$ cat src/sv/nzda_pkg.sv
`timescale 1ns / 1ps
// Shared types, constants and lookup functions for the ZDA time parser.
// No dependencies; imported by the controller, datapath and top level.
package nzda_pkg;

    // Fixed sentence layout
    localparam int POS_W   = 5;
    typedef logic [POS_W-1:0] pos_t;

    localparam pos_t ZDA_FIRST_POS = 5'd7;
    localparam pos_t ZDA_LAST_POS  = 5'd26;
    localparam int   ZDA_LEN       = 36;
    localparam int   HDR_LEN       = 6;

    localparam logic [7:0] CH_DOLLAR = 8'h24;
    localparam logic [7:0] CH_CR     = 8'h0D;
    localparam logic [7:0] CH_LF     = 8'h0A;
    localparam logic [7:0] CH_ZERO   = 8'h30;
    localparam logic [7:0] CH_NINE   = 8'h39;

    // Field and result widths
    localparam int OFFSET_W = 17;
    localparam int EPOCH_W  = 39;
    localparam int YEAR_W   = 14;
    localparam int FIELD_W  = 7;
    localparam int MS_W     = 32;
    localparam int DAYS_W   = 24;
    localparam int TOD_W    = 20;

    // Calendar arithmetic constants
    localparam int MON_RECIP       = 171;    // 2^11 / 12, rounded up
    localparam int ERA_RECIP       = 10486;  // 2^22 / 400, rounded up
    localparam int YEARS_PER_ERA   = 400;
    localparam int DAYS_PER_YEAR   = 365;
    localparam int DAYS_PER_ERA    = 146097;
    localparam int EPOCH_DAY_SHIFT = 719469; // civil offset plus one for day-of-month base
    localparam int SEC_PER_DAY     = 86400;
    localparam int SEC_PER_HOUR    = 3600;
    localparam int SEC_PER_MIN     = 60;

    typedef enum logic [2:0] {
        FLD_NONE,
        FLD_HOUR,
        FLD_MINUTE,
        FLD_SECOND,
        FLD_DAY,
        FLD_MONTH,
        FLD_YEAR
    } field_t;

    typedef enum logic [3:0] {
        STEP_NONE,
        STEP_MON_DIV,
        STEP_YEAR,
        STEP_ERA,
        STEP_YOE,
        STEP_DOE,
        STEP_DAYS,
        STEP_SCALE,
        STEP_SUM
    } calc_step_t;

    typedef struct packed {
        logic       take;      // input transaction this cycle
        logic       start;     // line end of a matching sentence
        logic       rd_en;
        pos_t       rd_pos;
        logic       dig_valid; // read data for dig_pos is present
        pos_t       dig_pos;
        calc_step_t step;
        logic       load_out;
    } dp_cmd_t;

    typedef struct packed {
        logic is_eol;
        logic match;
        logic len36;
    } dp_status_t;

    function automatic field_t field_of(input pos_t pos);
        field_t f;
        case (pos)
            5'd7, 5'd8:                 f = FLD_HOUR;
            5'd9, 5'd10:                f = FLD_MINUTE;
            5'd11, 5'd12:               f = FLD_SECOND;
            5'd17, 5'd18:               f = FLD_DAY;
            5'd20, 5'd21:               f = FLD_MONTH;
            5'd23, 5'd24, 5'd25, 5'd26: f = FLD_YEAR;
            default:                    f = FLD_NONE;
        endcase
        return f;
    endfunction

    function automatic logic field_first(input pos_t pos);
        logic first;
        case (pos)
            5'd7, 5'd9, 5'd11, 5'd17, 5'd20, 5'd23: first = 1'b1;
            default:                                first = 1'b0;
        endcase
        return first;
    endfunction

    function automatic logic [7:0] hdr_char(input logic [2:0] idx);
        logic [7:0] c;
        case (idx)
            3'd0:    c = CH_DOLLAR;
            3'd1:    c = 8'h47; // G
            3'd2:    c = 8'h50; // P
            3'd3:    c = 8'h5A; // Z
            3'd4:    c = 8'h44; // D
            3'd5:    c = 8'h41; // A
            default: c = 8'h00;
        endcase
        return c;
    endfunction

    // Day of a March-based year on which month index starts
    function automatic logic [8:0] doy_start(input logic [3:0] midx);
        logic [8:0] d;
        case (midx)
            4'd0:    d = 9'd0;
            4'd1:    d = 9'd31;
            4'd2:    d = 9'd61;
            4'd3:    d = 9'd92;
            4'd4:    d = 9'd122;
            4'd5:    d = 9'd153;
            4'd6:    d = 9'd184;
            4'd7:    d = 9'd214;
            4'd8:    d = 9'd245;
            4'd9:    d = 9'd275;
            4'd10:   d = 9'd306;
            4'd11:   d = 9'd337;
            default: d = 9'd0;
        endcase
        return d;
    endfunction

endpackage

$ cat src/sv/nzda_ctrl.sv
`timescale 1ns / 1ps
// Sequencer of the ZDA time parser: input handshake, digit read sweep,
// calendar step sequence and output handshake. Uses nzda_pkg.
module nzda_ctrl
    import nzda_pkg::*;
(
    input  logic       aclk,
    input  logic       aresetn,
    input  logic       s_valid,
    output logic       s_ready,
    output logic       m_valid,
    input  logic       m_ready,
    input  dp_status_t status,
    output dp_cmd_t    cmd
);

    typedef enum logic [3:0] {
        ST_IDLE,
        ST_READ,
        ST_DRAIN,
        ST_MON_DIV,
        ST_YEAR,
        ST_ERA,
        ST_YOE,
        ST_DOE,
        ST_DAYS,
        ST_SCALE,
        ST_SUM,
        ST_DONE
    } state_t;

    state_t state_reg, state_next;
    pos_t   rd_pos_reg, rd_pos_next;
    logic   tag_valid_reg, tag_valid_next;
    pos_t   tag_pos_reg, tag_pos_next;
    logic   m_valid_reg, m_valid_next;

    assign s_ready = (state_reg == ST_IDLE);
    assign m_valid = m_valid_reg;

    always_comb begin
        cmd            = '0;
        cmd.step       = STEP_NONE;
        state_next     = state_reg;
        rd_pos_next    = rd_pos_reg;
        tag_valid_next = 1'b0;
        tag_pos_next   = rd_pos_reg;

        cmd.take      = (state_reg == ST_IDLE) && s_valid;
        cmd.start     = cmd.take && status.is_eol && status.match;
        cmd.rd_pos    = rd_pos_reg;
        cmd.dig_valid = tag_valid_reg;
        cmd.dig_pos   = tag_pos_reg;

        case (state_reg)
            ST_IDLE: begin
                if (cmd.start) begin
                    rd_pos_next = ZDA_FIRST_POS;
                    state_next  = status.len36 ? ST_READ : ST_DONE;
                end
            end
            ST_READ: begin
                cmd.rd_en      = 1'b1;
                tag_valid_next = 1'b1;
                rd_pos_next    = rd_pos_reg + 1'b1;
                if (rd_pos_reg == ZDA_LAST_POS) begin
                    state_next = ST_DRAIN;
                end
            end
            ST_DRAIN:   state_next = ST_MON_DIV;
            ST_MON_DIV: begin
                cmd.step   = STEP_MON_DIV;
                state_next = ST_YEAR;
            end
            ST_YEAR: begin
                cmd.step   = STEP_YEAR;
                state_next = ST_ERA;
            end
            ST_ERA: begin
                cmd.step   = STEP_ERA;
                state_next = ST_YOE;
            end
            ST_YOE: begin
                cmd.step   = STEP_YOE;
                state_next = ST_DOE;
            end
            ST_DOE: begin
                cmd.step   = STEP_DOE;
                state_next = ST_DAYS;
            end
            ST_DAYS: begin
                cmd.step   = STEP_DAYS;
                state_next = ST_SCALE;
            end
            ST_SCALE: begin
                cmd.step   = STEP_SCALE;
                state_next = ST_SUM;
            end
            ST_SUM: begin
                cmd.step   = STEP_SUM;
                state_next = ST_DONE;
            end
            ST_DONE: begin
                // Hold until the output register is free
                if (!m_valid_reg || m_ready) begin
                    cmd.load_out = 1'b1;
                    state_next   = ST_IDLE;
                end
            end
            default: state_next = ST_IDLE;
        endcase

        if (cmd.load_out) begin
            m_valid_next = 1'b1;
        end else begin
            m_valid_next = m_valid_reg && !m_ready;
        end
    end

    always_ff @(posedge aclk) begin
        if (!aresetn) begin
            state_reg     <= ST_IDLE;
            rd_pos_reg    <= ZDA_FIRST_POS;
            tag_valid_reg <= 1'b0;
            tag_pos_reg   <= ZDA_FIRST_POS;
            m_valid_reg   <= 1'b0;
        end else begin
            state_reg     <= state_next;
            rd_pos_reg    <= rd_pos_next;
            tag_valid_reg <= tag_valid_next;
            tag_pos_reg   <= tag_pos_next;
            m_valid_reg   <= m_valid_next;
        end
    end

endmodule

$ cat src/sv/nzda_datapath.sv
`timescale 1ns / 1ps
// Datapath of the ZDA time parser: sentence store, header and length
// tracking, digit decode, calendar arithmetic and output register. Uses nzda_pkg.
module nzda_datapath
    import nzda_pkg::*;
#(
    parameter int STORE_BYTES = 64
)
(
    input  logic                       aclk,
    input  logic                       aresetn,
    input  dp_cmd_t                    cmd,
    output dp_status_t                 status,
    input  logic [7:0]                 s_char_in,
    input  logic [MS_W-1:0]            s_now_ms,
    input  logic                       cfg_wr_en,
    input  logic signed [OFFSET_W-1:0] cfg_wr_data,
    output logic                       m_time_ok,
    output logic [YEAR_W-1:0]          m_year_val,
    output logic [FIELD_W-1:0]         m_month_val,
    output logic [FIELD_W-1:0]         m_day_val,
    output logic [FIELD_W-1:0]         m_hour_val,
    output logic [FIELD_W-1:0]         m_minute_val,
    output logic [FIELD_W-1:0]         m_second_val,
    output logic signed [EPOCH_W-1:0]  m_utc_epoch,
    output logic [MS_W-1:0]            m_rx_ms
);

    localparam int AW = $clog2(STORE_BYTES);
    typedef logic [AW-1:0] addr_t;

    // Sentence store and its bookkeeping
    logic [7:0] store_mem [STORE_BYTES];
    logic [7:0] rd_data_reg;
    addr_t      write_pos_reg;
    addr_t      len_reg;
    logic       zero_seen_reg;
    logic       hdr_ok_reg;
    logic signed [OFFSET_W-1:0] offset_reg;

    logic  is_dollar, is_eol, store_ok, mem_we;
    addr_t mem_waddr;
    logic [7:0] mem_wdata;

    // Digit decode
    logic [YEAR_W-1:0] acc_reg, acc_next, acc_base, acc_x10;
    logic              run_reg, run_next, run_base;
    field_t            dig_field;
    logic              dig_is_num;
    logic [3:0]        dig_val;
    logic [7:0]        dig_off;

    // Working result
    logic                      time_ok_reg;
    logic [YEAR_W-1:0]         year_reg;
    logic [FIELD_W-1:0]        month_reg, day_reg, hour_reg, minute_reg, second_reg;
    logic signed [EPOCH_W-1:0] epoch_reg, epoch_next;
    logic [MS_W-1:0]           rx_ms_reg;

    // Calendar pipeline registers
    logic [3:0]               mq_reg, mq_next;
    logic signed [14:0]       y_reg, y_next;
    logic [3:0]               midx_reg, midx_next;
    logic signed [5:0]        era_reg, era_next;
    logic [8:0]               yoe_reg, yoe_next;
    logic [17:0]              doe_reg, doe_next;
    logic signed [DAYS_W-1:0] days_reg, days_next;
    logic signed [EPOCH_W-1:0] scale_reg, scale_next;
    logic signed [TOD_W-1:0]  tod_reg, tod_next;

    logic [6:0]         mon_m1, mon_r_raw;
    logic [14:0]        mon_prod;
    logic               mon_zero;
    logic [3:0]         mon_r;
    logic signed [14:0] y_base;
    logic [27:0]        era_prod;
    logic signed [15:0] era_x400, yoe_full;
    logic [1:0]         cent;
    logic signed [DAYS_W-1:0] era_days;
    logic signed [41:0] scale_prod;
    logic [18:0]        tod_sum;

    // Result register
    logic                      out_time_ok_reg;
    logic [YEAR_W-1:0]         out_year_reg;
    logic [FIELD_W-1:0]        out_month_reg, out_day_reg, out_hour_reg;
    logic [FIELD_W-1:0]        out_minute_reg, out_second_reg;
    logic signed [EPOCH_W-1:0] out_epoch_reg;
    logic [MS_W-1:0]           out_rx_ms_reg;

    // Input classification and store write
    assign is_dollar = (s_char_in == CH_DOLLAR);
    assign is_eol    = (s_char_in == CH_CR) || (s_char_in == CH_LF);
    assign store_ok  = !is_eol && !is_dollar && (write_pos_reg != addr_t'(STORE_BYTES - 1));
    assign mem_we    = cmd.take && (is_dollar || store_ok);
    assign mem_waddr = is_dollar ? '0 : write_pos_reg;
    assign mem_wdata = s_char_in;

    assign status.is_eol = is_eol;
    assign status.match  = hdr_ok_reg && (write_pos_reg >= addr_t'(HDR_LEN));
    assign status.len36  = (len_reg == addr_t'(ZDA_LEN));

    always_ff @(posedge aclk) begin
        if (mem_we) begin
            store_mem[mem_waddr] <= mem_wdata;
        end
        if (cmd.rd_en) begin
            rd_data_reg <= store_mem[addr_t'(cmd.rd_pos)];
        end
    end

    always_ff @(posedge aclk) begin
        if (!aresetn) begin
            write_pos_reg <= '0;
            len_reg       <= '0;
            zero_seen_reg <= 1'b1;
            hdr_ok_reg    <= 1'b0;
            offset_reg    <= '0;
        end else begin
            if (cfg_wr_en) begin
                offset_reg <= cfg_wr_data;
            end
            if (cmd.take && is_dollar) begin
                write_pos_reg <= addr_t'(1);
                len_reg       <= addr_t'(1);
                zero_seen_reg <= 1'b0;
                hdr_ok_reg    <= 1'b1;
            end else if (cmd.take && store_ok) begin
                write_pos_reg <= write_pos_reg + 1'b1;
                if (!zero_seen_reg) begin
                    if (s_char_in == 8'h00) begin
                        zero_seen_reg <= 1'b1;
                    end else begin
                        len_reg <= len_reg + 1'b1;
                    end
                end
                if (write_pos_reg < addr_t'(HDR_LEN)) begin
                    hdr_ok_reg <= hdr_ok_reg && (s_char_in == hdr_char(write_pos_reg[2:0]));
                end
            end
        end
    end

    // Leading-digit run per field; a non-digit ends the run
    always_comb begin
        dig_field  = field_of(cmd.dig_pos);
        acc_base   = field_first(cmd.dig_pos) ? '0 : acc_reg;
        run_base   = field_first(cmd.dig_pos) || run_reg;
        dig_is_num = (rd_data_reg >= CH_ZERO) && (rd_data_reg <= CH_NINE);
        dig_off    = rd_data_reg - CH_ZERO;
        dig_val    = dig_off[3:0];
        acc_x10    = {acc_base[10:0], 3'b000} + {acc_base[12:0], 1'b0};
        if (run_base && dig_is_num) begin
            acc_next = acc_x10 + YEAR_W'(dig_val);
            run_next = 1'b1;
        end else begin
            acc_next = acc_base;
            run_next = 1'b0;
        end
    end

    // Calendar arithmetic, one registered step per command
    always_comb begin
        mon_zero  = (month_reg == '0);
        mon_m1    = month_reg - 7'd1;
        mon_prod  = 15'(mon_m1) * 15'(MON_RECIP);
        mq_next   = mon_prod[14:11];
        mon_r_raw = mon_m1 - ({mq_reg, 3'b000} + 7'({mq_reg, 2'b00}));
        mon_r     = mon_zero ? 4'd11 : mon_r_raw[3:0];
        if (mon_zero) begin
            y_base = $signed({1'b0, year_reg}) - 15'sd1;
        end else begin
            y_base = $signed({1'b0, year_reg}) + $signed(15'(mq_reg));
        end
        // January and February belong to the previous March-based year
        y_next    = (mon_r < 4'd2) ? (y_base - 15'sd1) : y_base;
        midx_next = (mon_r >= 4'd2) ? (mon_r - 4'd2) : (mon_r + 4'd10);

        era_prod = 28'(y_reg[13:0]) * 28'(ERA_RECIP);
        era_next = y_reg[14] ? -6'sd1 : $signed({1'b0, era_prod[26:22]});

        era_x400 = 16'(era_reg) * 16'sd400;
        yoe_full = 16'(y_reg) - era_x400;
        yoe_next = yoe_full[8:0];

        if (yoe_reg >= 9'd300) begin
            cent = 2'd3;
        end else if (yoe_reg >= 9'd200) begin
            cent = 2'd2;
        end else if (yoe_reg >= 9'd100) begin
            cent = 2'd1;
        end else begin
            cent = 2'd0;
        end
        doe_next = 18'(yoe_reg) * 18'(DAYS_PER_YEAR) + 18'(yoe_reg[8:2])
                 - 18'(cent) + 18'(doy_start(midx_reg));

        era_days  = 24'(era_reg) * 24'sd146097;
        days_next = era_days + $signed(24'(doe_reg)) + $signed(24'(day_reg))
                  - 24'sd719469;

        scale_prod = days_reg * 18'sd86400;
        scale_next = $signed(scale_prod[EPOCH_W-1:0]);
        tod_sum    = 19'(hour_reg) * 19'(SEC_PER_HOUR) + 19'(minute_reg) * 19'(SEC_PER_MIN)
                   + 19'(second_reg);
        tod_next   = $signed({1'b0, tod_sum}) + TOD_W'(offset_reg);

        epoch_next = scale_reg + EPOCH_W'(tod_reg);
    end

    always_ff @(posedge aclk) begin
        if (cmd.start) begin
            time_ok_reg <= status.len36;
            rx_ms_reg   <= s_now_ms;
            year_reg    <= '0;
            month_reg   <= '0;
            day_reg     <= '0;
            hour_reg    <= '0;
            minute_reg  <= '0;
            second_reg  <= '0;
            epoch_reg   <= '0;
        end else begin
            if (cmd.dig_valid) begin
                acc_reg <= acc_next;
                run_reg <= run_next;
                case (dig_field)
                    FLD_HOUR:   hour_reg   <= acc_next[FIELD_W-1:0];
                    FLD_MINUTE: minute_reg <= acc_next[FIELD_W-1:0];
                    FLD_SECOND: second_reg <= acc_next[FIELD_W-1:0];
                    FLD_DAY:    day_reg    <= acc_next[FIELD_W-1:0];
                    FLD_MONTH:  month_reg  <= acc_next[FIELD_W-1:0];
                    FLD_YEAR:   year_reg   <= acc_next;
                    default:    ;
                endcase
            end
            case (cmd.step)
                STEP_MON_DIV: mq_reg <= mq_next;
                STEP_YEAR: begin
                    y_reg    <= y_next;
                    midx_reg <= midx_next;
                end
                STEP_ERA:   era_reg  <= era_next;
                STEP_YOE:   yoe_reg  <= yoe_next;
                STEP_DOE:   doe_reg  <= doe_next;
                STEP_DAYS:  days_reg <= days_next;
                STEP_SCALE: begin
                    scale_reg <= scale_next;
                    tod_reg   <= tod_next;
                end
                STEP_SUM:   epoch_reg <= epoch_next;
                default:    ;
            endcase
        end
        if (cmd.load_out) begin
            out_time_ok_reg <= time_ok_reg;
            out_year_reg    <= year_reg;
            out_month_reg   <= month_reg;
            out_day_reg     <= day_reg;
            out_hour_reg    <= hour_reg;
            out_minute_reg  <= minute_reg;
            out_second_reg  <= second_reg;
            out_epoch_reg   <= epoch_reg;
            out_rx_ms_reg   <= rx_ms_reg;
        end
    end

    assign m_time_ok    = out_time_ok_reg;
    assign m_year_val   = out_year_reg;
    assign m_month_val  = out_month_reg;
    assign m_day_val    = out_day_reg;
    assign m_hour_val   = out_hour_reg;
    assign m_minute_val = out_minute_reg;
    assign m_second_val = out_second_reg;
    assign m_utc_epoch  = out_epoch_reg;
    assign m_rx_ms      = out_rx_ms_reg;

endmodule

$ cat src/sv/nmea_zda_time_parser_unit.sv
`timescale 1ns / 1ps
// Top level of the NMEA ZDA time parser: controller plus datapath.
// Depends on nzda_pkg, nzda_ctrl and nzda_datapath.
//
// The unit takes one received character per transaction, with its millisecond
// arrival time, and builds the current sentence in a STORE_BYTES-deep store.
// A '$' starts a new sentence; CR and LF are never stored. Each CR or LF that
// ends a sentence beginning with "$GPZDA" produces one result transaction, so a
// CR LF pair gives two. When the text up to the first zero byte is exactly 36
// characters long, the result carries the decoded date and time digits and the
// epoch seconds of that UTC time (months out of range roll into the year, other
// fields overflow arithmetically) plus the signed offset written through
// cfg_wr_en/cfg_wr_data; otherwise time_ok is low and only rx_ms is meaningful.
// An ordinary character, or a line end with no result, leaves the unit idle. A
// line end of a 36-character sentence sweeps the digit positions through the
// store's single read port, then runs eight registered calendar steps, taking no
// characters meanwhile; a short sentence goes straight to the output stage. The
// result waits in an output register; characters flow on up to the next result.
// The store needs no clearing pass after reset: header and length tracking
// guarantee that only entries written since the last '$' are ever read.
module nmea_zda_time_parser_unit
    import nzda_pkg::*;
#(
    parameter int STORE_BYTES = 64
)
(
    input  logic                       aclk,
    input  logic                       aresetn,
    // Configuration
    input  logic                       cfg_wr_en,
    input  logic signed [OFFSET_W-1:0] cfg_wr_data,
    // Character input
    input  logic                       s_valid,
    output logic                       s_ready,
    input  logic [7:0]                 s_char_in,
    input  logic [MS_W-1:0]            s_now_ms,
    // Result output
    output logic                       m_valid,
    input  logic                       m_ready,
    output logic                       m_time_ok,
    output logic [YEAR_W-1:0]          m_year_val,
    output logic [FIELD_W-1:0]         m_month_val,
    output logic [FIELD_W-1:0]         m_day_val,
    output logic [FIELD_W-1:0]         m_hour_val,
    output logic [FIELD_W-1:0]         m_minute_val,
    output logic [FIELD_W-1:0]         m_second_val,
    output logic signed [EPOCH_W-1:0]  m_utc_epoch,
    output logic [MS_W-1:0]            m_rx_ms
);

    dp_cmd_t    dp_cmd;
    dp_status_t dp_status;

    // Sequencing: handshakes, digit read sweep, calendar steps
    nzda_ctrl u_ctrl (
        .aclk    (aclk),
        .aresetn (aresetn),
        .s_valid (s_valid),
        .s_ready (s_ready),
        .m_valid (m_valid),
        .m_ready (m_ready),
        .status  (dp_status),
        .cmd     (dp_cmd)
    );

    // Store, decode, arithmetic and result register
    nzda_datapath #(
        .STORE_BYTES (STORE_BYTES)
    ) u_datapath (
        .aclk         (aclk),
        .aresetn      (aresetn),
        .cmd          (dp_cmd),
        .status       (dp_status),
        .s_char_in    (s_char_in),
        .s_now_ms     (s_now_ms),
        .cfg_wr_en    (cfg_wr_en),
        .cfg_wr_data  (cfg_wr_data),
        .m_time_ok    (m_time_ok),
        .m_year_val   (m_year_val),
        .m_month_val  (m_month_val),
        .m_day_val    (m_day_val),
        .m_hour_val   (m_hour_val),
        .m_minute_val (m_minute_val),
        .m_second_val (m_second_val),
        .m_utc_epoch  (m_utc_epoch),
        .m_rx_ms      (m_rx_ms)
    );

endmodule

$ cat config.mk
export PLATFORM = sky130hd
export DESIGN_NAME = nmea_zda_time_parser_unit
export DESIGN_NICKNAME = d
export VERILOG_FILES = /design/src/sv/nzda_pkg.sv /design/src/sv/nzda_ctrl.sv /design/src/sv/nzda_datapath.sv /design/src/sv/nmea_zda_time_parser_unit.sv
export SDC_FILE = /design/constraint.sdc
export NUM_CORES = 2
export LEC_CHECK = 0
export ABC_AREA = 1
export BUFFER_PORTS_ARGS = -buffer_cell sky130_fd_sc_hd__buf_4
export CORE_MARGIN = 10
export CORE_UTILIZATION = 35
export CTS_CLUSTER_DIAMETER = 120
export DETAILED_ROUTE_END_ITERATION = 7
export PLACE_DENSITY = 0.48
export SKIP_CTS_REPAIR_TIMING = 1
export SLEW_MARGIN = 0
export SYNTH_ARGS = -nofsm -noshare
export SYNTH_HDL_FRONTEND = slang
export SYNTH_HIERARCHICAL = 1
export SYNTH_SLANG_ARGS = --single-unit
$ cat constraint.sdc
create_clock -name aclk -period 13.25 [get_ports aclk]
set_input_delay 2.65 -clock aclk [delete_from_list [all_inputs] [get_ports aclk]]
set_output_delay 2.65 -clock aclk [all_outputs]
set_load 0.05 [all_outputs]
==> summary.log <==
qor: status.outcome finished clean
qor: sta.timing.final.crit_period 6120 ps
qor: setup_path.critPathSlowestCell fa_1
qor: cells_and_area.synthToLayoutAreaGrowth 13.1%
qor: sta.timing_max_transition_violations_final 0
qor: drt.drt_pre_antenna_iters 5
qor: drt.detailroute.via_count 33900
qor: setup_path.critical_path.most_common_cell nand2_1
qor: setup_path.timing.setup.critical_path_class flop to flop
qor: synth.most_used_dff_post_synth edfxtp_1
qor: place.dp_hpwl 93.8 mm
qor: floorplanning.die_height 390 µm
qor: setup_path.critPathArrivalTime 6560 ps
qor: cells_and_area.drive_above_1_share 8.10%
qor: floorplanning.pin_count 185
qor: setup_path.worstRegToRegCells 32
qor: sta.final_sum_of_negative_setup_slack 0 ps
qor: setup_path.critPathLaunchType flop
qor: synth.synth_sequential_area_ratio 41.4%
qor: cells_and_area.layout.nets 6038
qor: floorplanning.initial_core_util 35.3%
qor: cts.tritoncts yes
qor: sta.rsz0062_at_grt no
qor: sta.timing_hold_violations_final 0
qor: synth.avgSynthCellArea 9.71 µm²
qor: drt.route.antenna.remaining_nets 0
qor: cts.tritoncts.num_buffers 84
qor: global_routing.grt_use_total 16.3%
qor: sta.worst_clock_skew 77.7 ps
qor: synth.synth.cell_area 0.0479 mm²
qor: setup_path.worst_ep_required_time 13690 ps
qor: setup_path.critical_path_max_stage_delay 520 ps
qor: drt.average_detailed_routed_wire_length_per_instance 17.9 µm
qor: synth.post_synth_inst_count 4939
qor: synth.yosysWarnings 6
qor: synth.postSynthRegisterBits 709
qor: floorplanning.dieArea 0.152 mm²
qor: run.cap_violations 0
qor: global_routing.grt_pass1_wl 196 mm
qor: setup_path.cp_max_fo 5
qor: place.place_congestion 0.868
qor: sta.fmaxAchievable 0.163 GHz
qor: global_routing.grt_start_max_net_pins 83
qor: drt.viasPerCell 4.85
qor: worst_hold_path.worstHoldPathCells 0
qor: drt.post-route-drc-count 0
qor: cts.ctsHtreeMaxLevel 3
qor: setup_path.cp-end-kind flop
qor: place.port-buffer-count 184
qor: cells_and_area.fillers 13600
qor: floorplanning.chipWidth 390 µm
qor: cts.clock-root-buffer clkbuf_16
qor: sta.tcrit_tclk_final 46.2%
qor: global_routing.grt_overflow_total 0
qor: floorplanning.design.core.area 0.136 mm²
qor: cells_and_area.largest_reg_flops 256
qor: cts.clock_latency 720 ps
qor: floorplanning.std_cell_rows 135
qor: global_routing.number_of_global_route_vias_before_repair 34100
qor: worst_hold_path.worst_hold_path_type flop to flop
qor: cts.path_clk_slew 60 ps
qor: synth.synth_async_sr_flop_share 0%
qor: sta.setup-violations-final 0
qor: drt.detailedRoute.firstIterationViolations 1929
qor: synth.synth-edff-count 565
qor: cts.clock_tree.buffer_depth 3
qor: sta.timing_worst_slew_pin_value 1240 ps
qor: global_routing.antenna_violations_before_repair 4
qor: drt.finalWirelength 125 mm
qor: sta.timing.slew.headroom 16.9%
qor: cts.numClockSinks 709
qor: synth.ys_types 59
qor: synth.synth_nets 5825
## final cells by class
cell class	count	area [µm²]	share of cell area, %
diodes	3	7.51	0.0138
clock buffers	104	2230	4.11
clock inverters	50	566	1.04
inverters	895	3360	6.20
multi-input cells	3244	24300	44.9
flip-flops and latches	709	19900	36.6
well taps	1781	2230	4.11
repair buffers	218	1640	3.02
## worst max-delay path, delay by kind of cell, from the launching register on
family                   cells  cell delay, ps
adder cells (fa/ha/maj)      6            2330
XOR/XNOR                     2             250
AO/OA/AOI/OAI                6            1260
flip-flops                   1             430
AND/OR/NAND/NOR             13            1240
buffers and inverters        5             350
## through the flow
stage | setup slack [ps] | util (%) | hold slack [ps] | cells | cell area (µm²)
2_1_floorplan | 4920 | - | 400 | 4939 | 47900
3_3_place_gp | 7100 | 37.9 | 401 | 6847 | 51400
3_5_place_dp | 7070 | 37.9 | 405 | 6847 | 51400
4_1_cts | 7040 | 39.9 | 416 | 7001 | 54200
5_1_grt | 6500 | 39.9 | 425 | 7001 | 54200
6_report | 7130 | 39.9 | 414 | 7004 | 54200
## per-layer routing
layer / wire, µm / vias up / part of all wire [%] / GRT usage (%)
met1: 60000 / 16200 / 48 / 22.6
met5: 9 / - / 0.0072 / 0
li1: - / 16900 / - / -
met3: 6300 / 137 / 5.0 / 2.85
met2: 56400 / 708 / 45 / 26.3
met4: 2280 / 2 / 1.8 / 3.69
## synthesized netlist by cell type (12+ instances only)
library cell	number	area share (%)
a21o_1	12	0.19
a21oi_1	253	2.6
a31oi_1	22	0.29
buf_2	15	0.16
clkbuf_1	62	0.49
dfxtp_1	144	6.0
edfxtp_1	565	35
fa_1	249	10
ha_1	575	15
inv_1	878	6.9
inv_2	15	0.12
nand2_1	619	4.8
nand3_1	176	1.8
nand4_1	49	0.64
nor2_1	485	3.8
nor3_1	43	0.45
nor4_1	15	0.20
o21a_1	14	0.22
o21ai_0	349	3.6
o21bai_1	22	0.34
o221ai_1	49	0.90
o22ai_1	20	0.26
xnor2_1	61	1.1
xor2_1	106	1.9
## cells by family (layout without fill, tap and decap cells)
| group | Yosys count | in the layout | share of synthesized area, % |
|---|---|---|---|
| compound gates | 809 | 809 | 9.59 |
| xor+xnor | 167 | 167 | 3.05 |
| fa+ha+maj | 824 | 824 | 25.4 |
| buf+inv | 986 | 1267 | 7.90 |
| flops | 709 | 709 | 41.4 |
| other cells | 0 | 3 | 0 |
| simple gates | 1444 | 1444 | 12.7 |
## final timing paths
check	startpoint	endpoint	slack (ps)
max	u_datapath/minute_reg[2]	u_datapath/tod_reg[19]	7130
min	u_datapath/rx_ms_reg[13]	u_datapath/m_rx_ms[13]	410
max reg2reg	u_datapath/minute_reg[2]	u_datapath/tod_reg[19]	7130
min reg2reg	u_datapath/rx_ms_reg[13]	u_datapath/m_rx_ms[13]	410
## cell usage in the layout, fill, tap and decap left out, types with 8 or more instances in the layout
cell / instances
a21o_1: 12
clkbuf_16: 84
inv_2: 17
buf_4: 218
a21boi_0: 10
a21oi_1: 253
o211ai_1: 11
o21bai_1: 22
xnor2_1: 61
o21ai_0: 349
clkinv_1: 18
nand2_1: 619
o221ai_1: 49
nand2_2: 11
ha_1: 575
edfxtp_1: 565
o22ai_1: 20
o21ai_2: 11
dfxtp_1: 142
clkbuf_1: 15
fa_1: 249
o21ai_1: 10
clkinv_2: 13
nor3_1: 41
nor4_1: 15
o21a_1: 14
nor2_1: 481
xor2_1: 106
nor2_2: 8
a31oi_1: 22
nand3b_1: 10
nand4_1: 49
nand3_1: 176
or2_2: 8
inv_1: 874
Power is left out: the tool's default activity adds up to more than one toggle a clock period on the data nets, which glitch-free logic cannot reach.
